===== src/hdl/ssp_pkg.sv =====
// package: shared constants, payload types and codes for the shortest-path engine
`timescale 1ns / 1ps
`default_nettype none
package ssp_pkg;

    localparam int NODES          = 16;
    localparam int EDGES_PER_NODE = 8;
    localparam int WEIGHT_BITS    = 16;

    localparam int DIST_W   = 20;
    localparam int IDX_W    = $clog2(NODES);
    localparam int CNT_W    = $clog2(EDGES_PER_NODE + 1);
    localparam int EADDR_W  = $clog2(NODES * EDGES_PER_NODE);
    localparam int EDGE_W   = IDX_W + WEIGHT_BITS;
    localparam int SUM_W    = ((DIST_W > WEIGHT_BITS) ? DIST_W : WEIGHT_BITS) + 1;

    localparam logic [DIST_W-1:0] DIST_MAX = '1;

    localparam logic [1:0] OP_ADD_VERTEX = 2'd0;
    localparam logic [1:0] OP_ADD_EDGE   = 2'd1;
    localparam logic [1:0] OP_RUN        = 2'd2;

    localparam logic [1:0] ST_OK     = 2'd0;
    localparam logic [1:0] ST_ABSENT = 2'd1;
    localparam logic [1:0] ST_FULL   = 2'd2;

    typedef struct packed {
        logic [1:0]  operation;
        logic [3:0]  first_vertex;
        logic [3:0]  second_vertex;
        logic [15:0] edge_weight;
    } t_in_item;

    typedef struct packed {
        logic [3:0]        vertex_index;
        logic [DIST_W-1:0] path_distance;
        logic              reachable;
        logic [1:0]        status;
        logic              last;
    } t_out_item;

endpackage
`default_nettype wire


===== src/hdl/ssp_ram.sv =====
// generic single-port-write, single-port-read ram with registered read data
`timescale 1ns / 1ps
`default_nettype none
module ssp_ram #(
    parameter int WIDTH = 8,
    parameter int DEPTH = 16
) (
    input  wire logic                     i_clk,
    input  wire logic                     i_we,
    input  wire logic [$clog2(DEPTH)-1:0] i_waddr,
    input  wire logic [WIDTH-1:0]         i_wdata,
    input  wire logic                     i_re,
    input  wire logic [$clog2(DEPTH)-1:0] i_raddr,
    output logic      [WIDTH-1:0]         o_rdata
);

    logic [WIDTH-1:0] r_mem [DEPTH];

    always_ff @(posedge i_clk) begin
        if (i_we) begin
            r_mem[i_waddr] <= i_wdata;
        end
        if (i_re) begin
            o_rdata <= r_mem[i_raddr];
        end
    end

endmodule
`default_nettype wire


===== src/hdl/single_source_shortest_paths.sv =====
// top level: graph loading and array-scan dijkstra over a distance ram and an edge ram
//
// Add-vertex and add-edge transactions each return one result.
// In a run from a present source, each selection streams all NODES distances through
// the one read port of the distance ram, each edge walked takes an edge ram read, a
// distance read and, when it improves an unvisited target, a write-back, and each
// visited vertex closes its edge list with one more pass through S_REL_RD. The results
// then leave in ascending vertex order, each present vertex taking a distance read in
// S_OUT_RD and a result in S_OUT_WR, absent vertices being passed over, stalled as
// needed by o_out_valid / i_out_ready. One item is in work at a time.
`timescale 1ns / 1ps
`default_nettype none
module single_source_shortest_paths
    import ssp_pkg::*;
(
    input  wire logic      i_clk,
    input  wire logic      i_rst_n,
    input  wire logic      i_in_valid,
    output logic           o_in_ready,
    input  wire t_in_item  i_in_data,
    output logic           o_out_valid,
    input  wire logic      i_out_ready,
    output t_out_item      o_out_data
);

    localparam logic [2:0] S_IDLE     = 3'd0;
    localparam logic [2:0] S_SCAN     = 3'd1;
    localparam logic [2:0] S_SCAN_END = 3'd2;
    localparam logic [2:0] S_REL_RD   = 3'd3;
    localparam logic [2:0] S_REL_T    = 3'd4;
    localparam logic [2:0] S_REL_CMP  = 3'd5;
    localparam logic [2:0] S_OUT_RD   = 3'd6;
    localparam logic [2:0] S_OUT_WR   = 3'd7;

    logic [2:0]         r_state,   n_state;
    logic [NODES-1:0]   r_present, n_present;
    logic [CNT_W-1:0]   r_ecount [NODES];
    logic [CNT_W-1:0]   n_ecount [NODES];
    logic [NODES-1:0]   r_reached, n_reached;
    logic [NODES-1:0]   r_done,    n_done;
    logic [IDX_W-1:0]   r_idx,     n_idx;
    logic [IDX_W-1:0]   r_pidx,    n_pidx;
    logic               r_pval,    n_pval;
    logic               r_found,   n_found;
    logic [IDX_W-1:0]   r_cur,     n_cur;
    logic [DIST_W-1:0]  r_bestd,   n_bestd;
    logic [EADDR_W-1:0] r_eaddr,   n_eaddr;
    logic [CNT_W-1:0]   r_erem,    n_erem;
    logic [IDX_W-1:0]   r_t,       n_t;
    logic [DIST_W-1:0]  r_nd,      n_nd;
    logic               r_o_valid, n_o_valid;
    t_out_item          r_out,     n_out;

    logic               dist_we, dist_re;
    logic [IDX_W-1:0]   dist_waddr, dist_raddr;
    logic [DIST_W-1:0]  dist_wdata, dist_rdata;
    logic               edge_we, edge_re;
    logic [EADDR_W-1:0] edge_waddr, edge_raddr;
    logic [EDGE_W-1:0]  edge_wdata, edge_rdata;

    logic               out_free, in_fire;
    logic [IDX_W-1:0]   a_idx, b_idx;
    logic               a_ok, b_ok;
    logic               e_take;
    logic [IDX_W-1:0]   e_t;
    logic [SUM_W-1:0]   e_sum;
    logic               is_last;

    ssp_ram #(.WIDTH(DIST_W), .DEPTH(NODES)) u_dist_ram (
        .i_clk   (i_clk),
        .i_we    (dist_we),
        .i_waddr (dist_waddr),
        .i_wdata (dist_wdata),
        .i_re    (dist_re),
        .i_raddr (dist_raddr),
        .o_rdata (dist_rdata)
    );

    ssp_ram #(.WIDTH(EDGE_W), .DEPTH(NODES * EDGES_PER_NODE)) u_edge_ram (
        .i_clk   (i_clk),
        .i_we    (edge_we),
        .i_waddr (edge_waddr),
        .i_wdata (edge_wdata),
        .i_re    (edge_re),
        .i_raddr (edge_raddr),
        .o_rdata (edge_rdata)
    );

    assign out_free    = !r_o_valid || i_out_ready;
    assign o_in_ready  = (r_state == S_IDLE) && out_free;
    assign in_fire     = i_in_valid && o_in_ready;
    assign o_out_valid = r_o_valid;
    assign o_out_data  = r_out;

    assign a_idx = IDX_W'(i_in_data.first_vertex);
    assign b_idx = IDX_W'(i_in_data.second_vertex);
    assign a_ok  = (32'(i_in_data.first_vertex) < NODES) && r_present[a_idx];
    assign b_ok  = (32'(i_in_data.second_vertex) < NODES) && r_present[b_idx];

    assign e_take = r_pval && r_present[r_pidx] && r_reached[r_pidx] && !r_done[r_pidx]
                    && (!r_found || (dist_rdata < r_bestd));

    assign e_t   = edge_rdata[EDGE_W-1:WEIGHT_BITS];
    assign e_sum = SUM_W'(r_bestd) + SUM_W'(edge_rdata[WEIGHT_BITS-1:0]);

    assign is_last = ((r_present >> r_idx) >> 1) == '0;

    always_comb begin
        n_state   = r_state;
        n_present = r_present;
        n_ecount  = r_ecount;
        n_reached = r_reached;
        n_done    = r_done;
        n_idx     = r_idx;
        n_pidx    = r_pidx;
        n_pval    = r_pval;
        n_found   = r_found;
        n_cur     = r_cur;
        n_bestd   = r_bestd;
        n_eaddr   = r_eaddr;
        n_erem    = r_erem;
        n_t       = r_t;
        n_nd      = r_nd;
        n_o_valid = r_o_valid && !i_out_ready;
        n_out     = r_out;

        dist_we    = 1'b0;
        dist_waddr = a_idx;
        dist_wdata = '0;
        dist_re    = 1'b0;
        dist_raddr = r_idx;
        edge_we    = 1'b0;
        edge_waddr = EADDR_W'(32'(a_idx) * EDGES_PER_NODE + 32'(r_ecount[a_idx]));
        edge_wdata = {b_idx, WEIGHT_BITS'(i_in_data.edge_weight)};
        edge_re    = 1'b0;
        edge_raddr = r_eaddr;

        unique case (r_state)
            S_IDLE: begin
                if (in_fire) begin
                    n_out.vertex_index  = i_in_data.first_vertex;
                    n_out.path_distance = '0;
                    n_out.reachable     = 1'b0;
                    n_out.last          = 1'b1;
                    n_out.status        = ST_OK;
                    unique case (i_in_data.operation)
                        OP_ADD_VERTEX: begin
                            n_o_valid = 1'b1;
                            if (32'(i_in_data.first_vertex) < NODES) begin
                                n_present[a_idx] = 1'b1;
                            end else begin
                                n_out.status = ST_ABSENT;
                            end
                        end
                        OP_ADD_EDGE: begin
                            n_o_valid = 1'b1;
                            if (!a_ok || !b_ok) begin
                                n_out.status = ST_ABSENT;
                            end else if (32'(r_ecount[a_idx]) >= EDGES_PER_NODE) begin
                                n_out.status = ST_FULL;
                            end else begin
                                edge_we         = 1'b1;
                                n_ecount[a_idx] = r_ecount[a_idx] + CNT_W'(1);
                            end
                        end
                        OP_RUN: begin
                            if (!a_ok) begin
                                n_o_valid    = 1'b1;
                                n_out.status = ST_ABSENT;
                            end else begin
                                dist_we   = 1'b1;
                                n_reached = NODES'(1) << a_idx;
                                n_done    = '0;
                                n_idx     = '0;
                                n_pval    = 1'b0;
                                n_found   = 1'b0;
                                n_state   = S_SCAN;
                            end
                        end
                        default: begin
                        end
                    endcase
                end
            end
            S_SCAN, S_SCAN_END: begin
                if (e_take) begin
                    n_found = 1'b1;
                    n_cur   = r_pidx;
                    n_bestd = dist_rdata;
                end
                if (r_state == S_SCAN) begin
                    dist_re = 1'b1;
                    n_pval  = 1'b1;
                    n_pidx  = r_idx;
                    if (r_idx == IDX_W'(NODES - 1)) begin
                        n_state = S_SCAN_END;
                    end else begin
                        n_idx = r_idx + IDX_W'(1);
                    end
                end else if (n_found) begin
                    n_done  = r_done | (NODES'(1) << n_cur);
                    n_erem  = r_ecount[n_cur];
                    n_eaddr = EADDR_W'(32'(n_cur) * EDGES_PER_NODE);
                    n_state = S_REL_RD;
                end else begin
                    n_idx   = '0;
                    n_state = S_OUT_RD;
                end
            end
            S_REL_RD: begin
                if (r_erem == '0) begin
                    n_idx   = '0;
                    n_pval  = 1'b0;
                    n_found = 1'b0;
                    n_state = S_SCAN;
                end else begin
                    edge_re = 1'b1;
                    n_eaddr = r_eaddr + EADDR_W'(1);
                    n_erem  = r_erem - CNT_W'(1);
                    n_state = S_REL_T;
                end
            end
            S_REL_T: begin
                n_t        = e_t;
                n_nd       = (e_sum > SUM_W'(DIST_MAX)) ? DIST_MAX : DIST_W'(e_sum);
                dist_re    = 1'b1;
                dist_raddr = e_t;
                n_state    = S_REL_CMP;
            end
            S_REL_CMP: begin
                if (!r_done[r_t] && (!r_reached[r_t] || (r_nd < dist_rdata))) begin
                    dist_we        = 1'b1;
                    dist_waddr     = r_t;
                    dist_wdata     = r_nd;
                    n_reached[r_t] = 1'b1;
                end
                n_state = S_REL_RD;
            end
            S_OUT_RD: begin
                if (r_present[r_idx]) begin
                    dist_re = 1'b1;
                    n_state = S_OUT_WR;
                end else if (r_idx == IDX_W'(NODES - 1)) begin
                    n_state = S_IDLE;
                end else begin
                    n_idx = r_idx + IDX_W'(1);
                end
            end
            S_OUT_WR: begin
                if (out_free) begin
                    n_o_valid           = 1'b1;
                    n_out.vertex_index  = 4'(r_idx);
                    n_out.path_distance = r_reached[r_idx] ? dist_rdata : '0;
                    n_out.reachable     = r_reached[r_idx];
                    n_out.status        = ST_OK;
                    n_out.last          = is_last;
                    if (is_last) begin
                        n_state = S_IDLE;
                    end else begin
                        n_idx   = r_idx + IDX_W'(1);
                        n_state = S_OUT_RD;
                    end
                end
            end
            default: begin
                n_state = S_IDLE;
            end
        endcase
    end

    always_ff @(posedge i_clk) begin
        if (!i_rst_n) begin
            r_state   <= S_IDLE;
            r_present <= '0;
            r_o_valid <= 1'b0;
            for (int i = 0; i < NODES; i++) begin
                r_ecount[i] <= '0;
            end
        end else begin
            r_state   <= n_state;
            r_present <= n_present;
            r_o_valid <= n_o_valid;
            r_ecount  <= n_ecount;
        end
    end

    always_ff @(posedge i_clk) begin
        r_reached <= n_reached;
        r_done    <= n_done;
        r_idx     <= n_idx;
        r_pidx    <= n_pidx;
        r_pval    <= n_pval;
        r_found   <= n_found;
        r_cur     <= n_cur;
        r_bestd   <= n_bestd;
        r_eaddr   <= n_eaddr;
        r_erem    <= n_erem;
        r_t       <= n_t;
        r_nd      <= n_nd;
        r_out     <= n_out;
    end

`ifndef NO_ASSERTIONS
    a_done_reached: assert property (@(posedge i_clk) disable iff (!i_rst_n)
        (r_state != S_IDLE) |-> ((r_done & ~r_reached) == '0))
        else $error("visited vertex not marked reached");

    a_erem_bound: assert property (@(posedge i_clk) disable iff (!i_rst_n)
        (r_state == S_REL_RD) |-> (32'(r_erem) <= EDGES_PER_NODE))
        else $error("edge walk count beyond list capacity");

    a_select_marks: assert property (@(posedge i_clk) disable iff (!i_rst_n)
        (r_state == S_SCAN_END && n_found) |=> r_done[r_cur])
        else $error("selected vertex not marked visited");

    a_reach_ok: assert property (@(posedge i_clk) disable iff (!i_rst_n)
        (r_o_valid && r_out.reachable) |-> (r_out.status == ST_OK))
        else $error("reachable result with error status");
`endif

endmodule
`default_nettype wire

===== config.mk =====
export PLATFORM = sky130hd
export DESIGN_NAME = single_source_shortest_paths
export DESIGN_NICKNAME = d
export VERILOG_FILES = /design/src/hdl/ssp_pkg.sv /design/src/hdl/ssp_ram.sv /design/src/hdl/single_source_shortest_paths.sv
export SDC_FILE = /design/constraint.sdc
export NUM_CORES = 2
export LEC_CHECK = 0
export BUFFER_PORTS_ARGS = -buffer_cell sky130_fd_sc_hd__buf_2
export CAP_MARGIN = 20
export CORE_MARGIN = 4
export CORE_UTILIZATION = 35
export DETAILED_ROUTE_END_ITERATION = 12
export SYNTH_ARGS = -nofsm -noshare
export SYNTH_HDL_FRONTEND = slang
export SYNTH_SLANG_ARGS = --single-unit

===== constraint.sdc =====
create_clock -name i_clk -period 6.1 [get_ports i_clk]
set_input_delay 0 -clock i_clk [delete_from_list [all_inputs] [get_ports i_clk]]
set_output_delay 0 -clock i_clk [all_outputs]
set_load 0.1 [all_outputs]

# Yosys cells after proc, flatten, opt, wreduce, memory -nomap -nowiden
# Memory sizes are Yosys's and may differ from the RTL's. A register that Yosys moved wholly into a read port is not among the register bits.
# Index checks and enable logic that the tools add are counted.
# W data, S select, Z words.
# word_totals
ff_bits	213
input_bits	30
n_memories	2
ramBits	2880
# op_classes
reduce_logical	47
n_addsub	6
muxes	121
shift	3
n_bitwise	7
magnitude_cmp	14
n_eq_ne	25
# mem_list
memory	words	width	read_ports	rd_clocked_by_memory_dff	wr	line	source
u_edge_ram.r_mem	128	20	1	1	1	ssp_ram.sv:17	logic [WIDTH-1:0] r_mem [DEPTH];
u_dist_ram.r_mem	16	20	1	1	1	ssp_ram.sv:17	
# ops
operator	count
$mux W16	9
$mux W4	23
$bwmux W64	1
$pmux W16 S2	2
$mux W20	3
$mux W28	2
$pmux W28 S2	1
$or A16 B16 Y16	3
$lt A20 B20 Y1	2
$mux W1	39
$bmux W1 S4	9
$mux W3	11
$bmux W4 S4	2
$shl A1 B4 Y16 const A	2
$lt A4 B5 Y1 const B	5
$ne A2 B2 Y1 const B	11
$add A20 B16 Y21	1
$gt A21 B20 Y1 const B	1
$mux W7	3
$pmux W3 S7	1
$pmux W4 S5	1
$reduce_and A6 Y1	3
$demux W4 S4	1
$logic_not A16 Y1	1
41 further kinds	86

# Longest topological paths before layout
# depth
ltp_word	15
ltp_mapped	15
ltp_nobuf	13

# By module
# From an unflattened synthesis, not the netlist that was laid out.
# unflattened
hier_cells	5586
area_unflattened_um2	123882.6
# by_module_without_submodules
mod	seq_area_each_um2	instances	area_per_inst_um2	cells_each
ssp_ram (u_edge_ram)	77474.3	1	98156.6	3812
single_source_shortest_paths	5555.3	1	12995.0	1241
ssp_ram (u_dist_ram)	10209.8	1	12731.0	533

# Worst setup path before layout
# OpenSTA, ideal clock, no wires.
# synth_path
path_kind	reg2reg
startpoint	reg r_o_valid (netlist: o_out_valid)
endpoint	mem u_edge_ram.r_mem[61][0] (netlist name), enable pin
required_ns	5.703
path_slack_ns	1.252
path_stages_with_launch	10
arrival_ns	4.451
cell_sequence	dfxtp_1 nor2b_1 nor2_1 nand2_1 nor3_4 buf_4 and2b_4 nand2_4 buf_6 nor2_1
# synth_between
elab_chain_len	8
# synth_lines
item	line	source
start: declaration	single_source_shortest_paths.sv:51	logic r_o_valid, n_o_valid;
start signal: assignment	single_source_shortest_paths.sv:282	r_o_valid <= n_o_valid;
$logic_not A1 Y1	single_source_shortest_paths.sv:89	assign out_free = !r_o_valid || i_out_ready;
$logic_or A1 B1 Y1	single_source_shortest_paths.sv:89	
$logic_and A1 B1 Y1	single_source_shortest_paths.sv:90	assign o_in_ready = (r_state == S_IDLE) && out_free;
net o_in_ready	single_source_shortest_paths.sv:19	output logic o_in_ready,
$logic_and A1 B1 Y1	single_source_shortest_paths.sv:91	assign in_fire = i_in_valid && o_in_ready;
$mux W1	single_source_shortest_paths.sv:140	if (in_fire) begin
$mux W1	single_source_shortest_paths.sv:138	unique case (r_state)
$mux W1	ssp_ram.sv:20	if (i_we) begin
$mux W1 (not written as such)	ssp_ram.sv:21	r_mem[i_waddr] <= i_wdata;
end: declaration	ssp_ram.sv:17	
# The timed path passes the listed nets, and every way through them passes these cells.

# Final worst setup path
# layout_path
startpoint	reg r_ecount[43] (netlist name)
endpoint	mem u_edge_ram.r_mem[59][6] (netlist name), enable pin
# layout_between
elab_chain_len	11
# layout_lines
item	line	source
start: declaration	single_source_shortest_paths.sv:37	logic [CNT_W-1:0] r_ecount [NODES];
start signal: assignment	single_source_shortest_paths.sv:283	r_ecount <= n_ecount;
$bmux W4 S4 (*)	single_source_shortest_paths.sv:133, single_source_shortest_paths.sv:159	
$mux W4 (not written as such) (*) (2 in a row)	single_source_shortest_paths.sv:133, single_source_shortest_paths.sv:159	
$ge A4 B4 Y1	single_source_shortest_paths.sv:159	end else if (32'(r_ecount[a_idx]) >= EDGES_PER_NODE) begin
$mux W1	single_source_shortest_paths.sv:159	
$mux W1	single_source_shortest_paths.sv:157	if (!a_ok || !b_ok) begin
$mux W1	single_source_shortest_paths.sv:146	unique case (i_in_data.operation)
$mux W1	single_source_shortest_paths.sv:140	
$mux W1	single_source_shortest_paths.sv:138	
$mux W1	ssp_ram.sv:20	
$mux W1 (not written as such)	ssp_ram.sv:21	
# Every way passes the cells marked *; elsewhere a longest branch is shown, timed or not. The select of a mux whose other input is x is not followed.

==> metrics.csv <==
stage,metric,value,unit
setup_path,startpoint_type,flop,
power_and_ir_drop,pwr_density_cell,306.0,nW/um^2
grt,grt_pass1_wl,471.6,mm
grt,grt_max_degree,121,
detailed_routing,drt_iter0_markers,7319,
floorplan,die_area,366200,sq um
floorplan,num_rows,218,
setup_path,critPathArrivalTime,5.27,ns
detailed_routing,dr.pass1.iters,6,
power_and_ir_drop,p_leak,43.81,nW
layout,regArea,93240,sq um
logic_synthesis,avgSynthCellArea,20.04,sq um
logic_synthesis,ys_types,78,
layout,fill_cells,31039,
detailed_routing,wl_per_cell,28.51,um
power_and_ir_drop,peakVddDrop,0.0002285,V
setup_path,cpPeakStageDelay,0.82,ns
setup_path,crit_path_cell_trace,mux4_2 -> mux4_2 -> ha_1 -> ha_1 -> o32ai_1 -> nand3_1 -> nor2_2 -> buf_4,
logic_synthesis,yosys.area.top_type,edfxtp_1,
layout,fin_nets,6663,
setup_path,critPathTopFamily,multiplexers,
logic_synthesis,synth_warnings,0,
detailed_routing,drc_errors,0,
logic_synthesis,syn_inst,6226,
floorplan,die_w,605.1,um
min_path,hold_class,primary input to flop,
detailed_routing,wirelength,329.6,mm
sta,rsz0062_at_grt,false,
clock_network,cts.sinks,3133,
floorplan,core_region_area,353800,sq um
sta,tns,0,ns
logic_synthesis,yosysSeqAreaShare,74.72,%
floorplan,io_pins,60,
logic_synthesis,synth.top_cells.by_area,"edfxtp_1 (73%), mux4_2 (14%), mux2i_1 (1.7%)",
detailed_routing,vias,63572,
sta,period_minus_slack,4.721,ns
logic_synthesis,synth_nets,6322,
clock_network,tritoncts,done,
sta,max_freq,211.8,MHz
floorplan,start_util,35.27,%
grt,grt_use_total,17.65,%
sta,finalSetupViolations,0,
clock_network,cts_buffers,326,
logic_synthesis,synth_edf_count,3049,
grt,grt_pass1_vias,63360,
setup_path,cp_slowest_cell,o32ai_1,
sta,hold_violations,0,
layout,multi_input_area,30220,sq um
place,dp_hpwl,201.6,mm
logic_synthesis,ys_async_sr_fraction,0,%
power_and_ir_drop,power.total,43.80,mW
logic_synthesis,synthFlopType,edfxtp_1,
layout,final_layout_size_suffix_gt1_share,25.98,%
layout,syn_to_final_growth,14.68,%
clock_network,clock_path_buffers,4,
sta,tightest_slew,1.165,ns
logic_synthesis,syn_area,124800,sq um
detailed_routing,via_per_inst,5.500,
logic_synthesis,synth_top_area_share,73.37,%
sta,period_share,77.39,%
place,place.gp.congestion,0.8505,
place,io_buffers,59,
logic_synthesis,yosys_register_bits,3133,
floorplan,die_h,605.1,um
clock_network,cts_max_level,5,
sta,maxSlewViolCount,0,
grt,overflow,0,
setup_path,path_class,flop to flop,
grt,antenna_found_initial,14,
status,status,completed,
sta,skew,0.09227,ns
setup_path,end_kind,flop,
layout,final_util,40.45,%
clock_network,postCtsSetupBuffers,0,
clock_network,worstSkewPairLatency,0.90,ns
clock_network,ctsRootBufferMaster,clkbuf_16,
sta,slew_headroom,22.37,%
setup_path,required,6.65,ns
setup_path,worst-path-max-fanout,19,
detailed_routing,antenna_left,0,
clock_network,clk_pin_slew,0.06,ns
job,drv_cap,0,
setup_path,critPathBufInv,1,
==> sequential cells by signal, summed over array words and instances, names as in the netlist, 7 cells and up <==
register,flops
edge_raddr,7
r_ecount,64
u_dist_ram.r_mem,320
r_nd,20
r_reached,16
r_present,16
r_bestd,20
u_edge_ram.o_rdata,20
u_edge_ram.r_mem,2560
u_dist_ram.o_rdata,20
r_done,16
o_out_data,28
==> final timing paths <==
kind,start,depth (start not counted),slack (ns),endpoint
worst max register to register,r_ecount[43],8,1.38,u_edge_ram.r_mem[59][6]
worst min-delay path,i_in_data[20],4,0.13,o_out_data[24]
worst max-delay path,r_ecount[43],8,1.38,u_edge_ram.r_mem[59][6]
worst min register to register,r_ecount[19],1,0.49,r_ecount[19]
==> routing by layer <==
metal / global-route usage (%) / part of all wire (%) / up-vias / wire, um
met2: 28.35 / 48 / 2661 / 158000
met1: 25.01 / 42 / 34000 / 138200
met3: 2.748 / 7.2 / 461 / 23720
met4: 4.980 / 2.9 / 0 / 9665
li1: - / - / 26450 / -
met5: 0 / 0 / - / 0
==> cell type report <==
cell class / count / share of cell area [%]
inverters: 69 / 0.1897
well taps: 4730 / 4.135
diodes: 4 / 0.006994
repair buffers: 372 / 2.213
multi-input cells: 2665 / 21.11
clock inverters: 191 / 1.198
flip-flops and latches: 3133 / 65.15
clock buffers: 395 / 5.991
==> cells in the mapped netlist (all sizes together) (13+ instances only) <==
cell and number:
a211oi 111, a21o 16, a21oi 155, a221oi 13
a311oi 46, a31oi 67, and2 110, and3 21
buf 147, clkbuf 212, dfxtp 84, edfxtp 3049
ha 65, inv 68, mux2 27, mux2i 210
mux4 772, nand2 304, nand2b 24, nand3 48
nor2 246, nor2b 67, nor3 27, nor3b 18
o21a 36, o21ai 50, o221ai 59, o22ai 45
xnor2 13
==> where the power goes <==
part / switching, mW / total, mW / internal (mW) / leakage (nW)
Combinational: 0.722 / 0.871 / 0.148 / 11.3
Sequential: 0.0238 / 23.6 / 23.6 / 27.5
Clock: 8.23 / 19.3 / 11.1 / 5.05
==> logic make-up (layout without fill, tap and decap cells) <==
group,Yosys count,after routing,share of synthesized area [%]
buf+inv,428,1027,1.473
compound gates,656,656,3.606
mux,1009,1009,15.87
simple gates,911,911,3.487
other cells,0,4,0
fa+ha+maj,66,66,0.6678
xor+xnor,23,23,0.1765
flops,3133,3133,74.72
==> metrics by stage <==
step	cell area (sq um)	std cells	hold slack, ns	worst slack (ns)
finish	143100	11559	0.1317	1.379
global route	143100	11555	0.1172	1.092
CTS	143100	11553	0.06300	1.338
detailed placement	132500	10938	0.4538	1.375
global placement	132400	10936	0.4492	1.361
floorplan	124800	6226	0.09887	1.252
==> worst register-to-register path: cells and delay by family, from the launching register on <==
kind	cells	cell delay [ns]
mux	2	1.10
compound gates	1	0.82
buf+inv	1	0.39
flops	1	0.34
fa+ha+maj	2	0.71
simple gates	2	1.00
==> repair_timing <==
action / in CTS / in global routing
resized for setup: 0 / 0
hold buffers: 29 / 0
hold endpoints to repair: 1247 / 0
==> cell usage in the layout, fill, tap and decap left out, types with 16 or more instances in the layout <==
cell type	synthesis	final
clkbuf_1	212	60
nor2_1	246	115
o21a_1	36	36
a211oi_1	111	110
buf_12	0	30
a311oi_1	46	46
mux4_2	772	772
a31oi_1	67	67
edfxtp_1	3049	3049
dlygate4sd3_1	0	29
nor3b_1	18	18
o22ai_2	0	16
nor2_2	0	131
nor3_1	26	26
o21ai_0	48	47
a21oi_1	155	154
clkinv_2	1	68
o22ai_1	45	29
nand3_1	48	48
and2_1	100	100
clkinv_1	0	68
inv_1	66	66
buf_4	21	272
and3_1	21	21
o221ai_1	59	59
a21o_1	16	16
mux2i_1	209	206
clkbuf_16	0	332
mux2_2	27	27
buf_2	73	39
nor2b_1	67	67
nand2b_1	24	23
bufinv_16	0	25
nand2_1	300	297
ha_1	65	65
dfxtp_1	84	84
No activity file was read; power rests on OpenSTA's default activity.
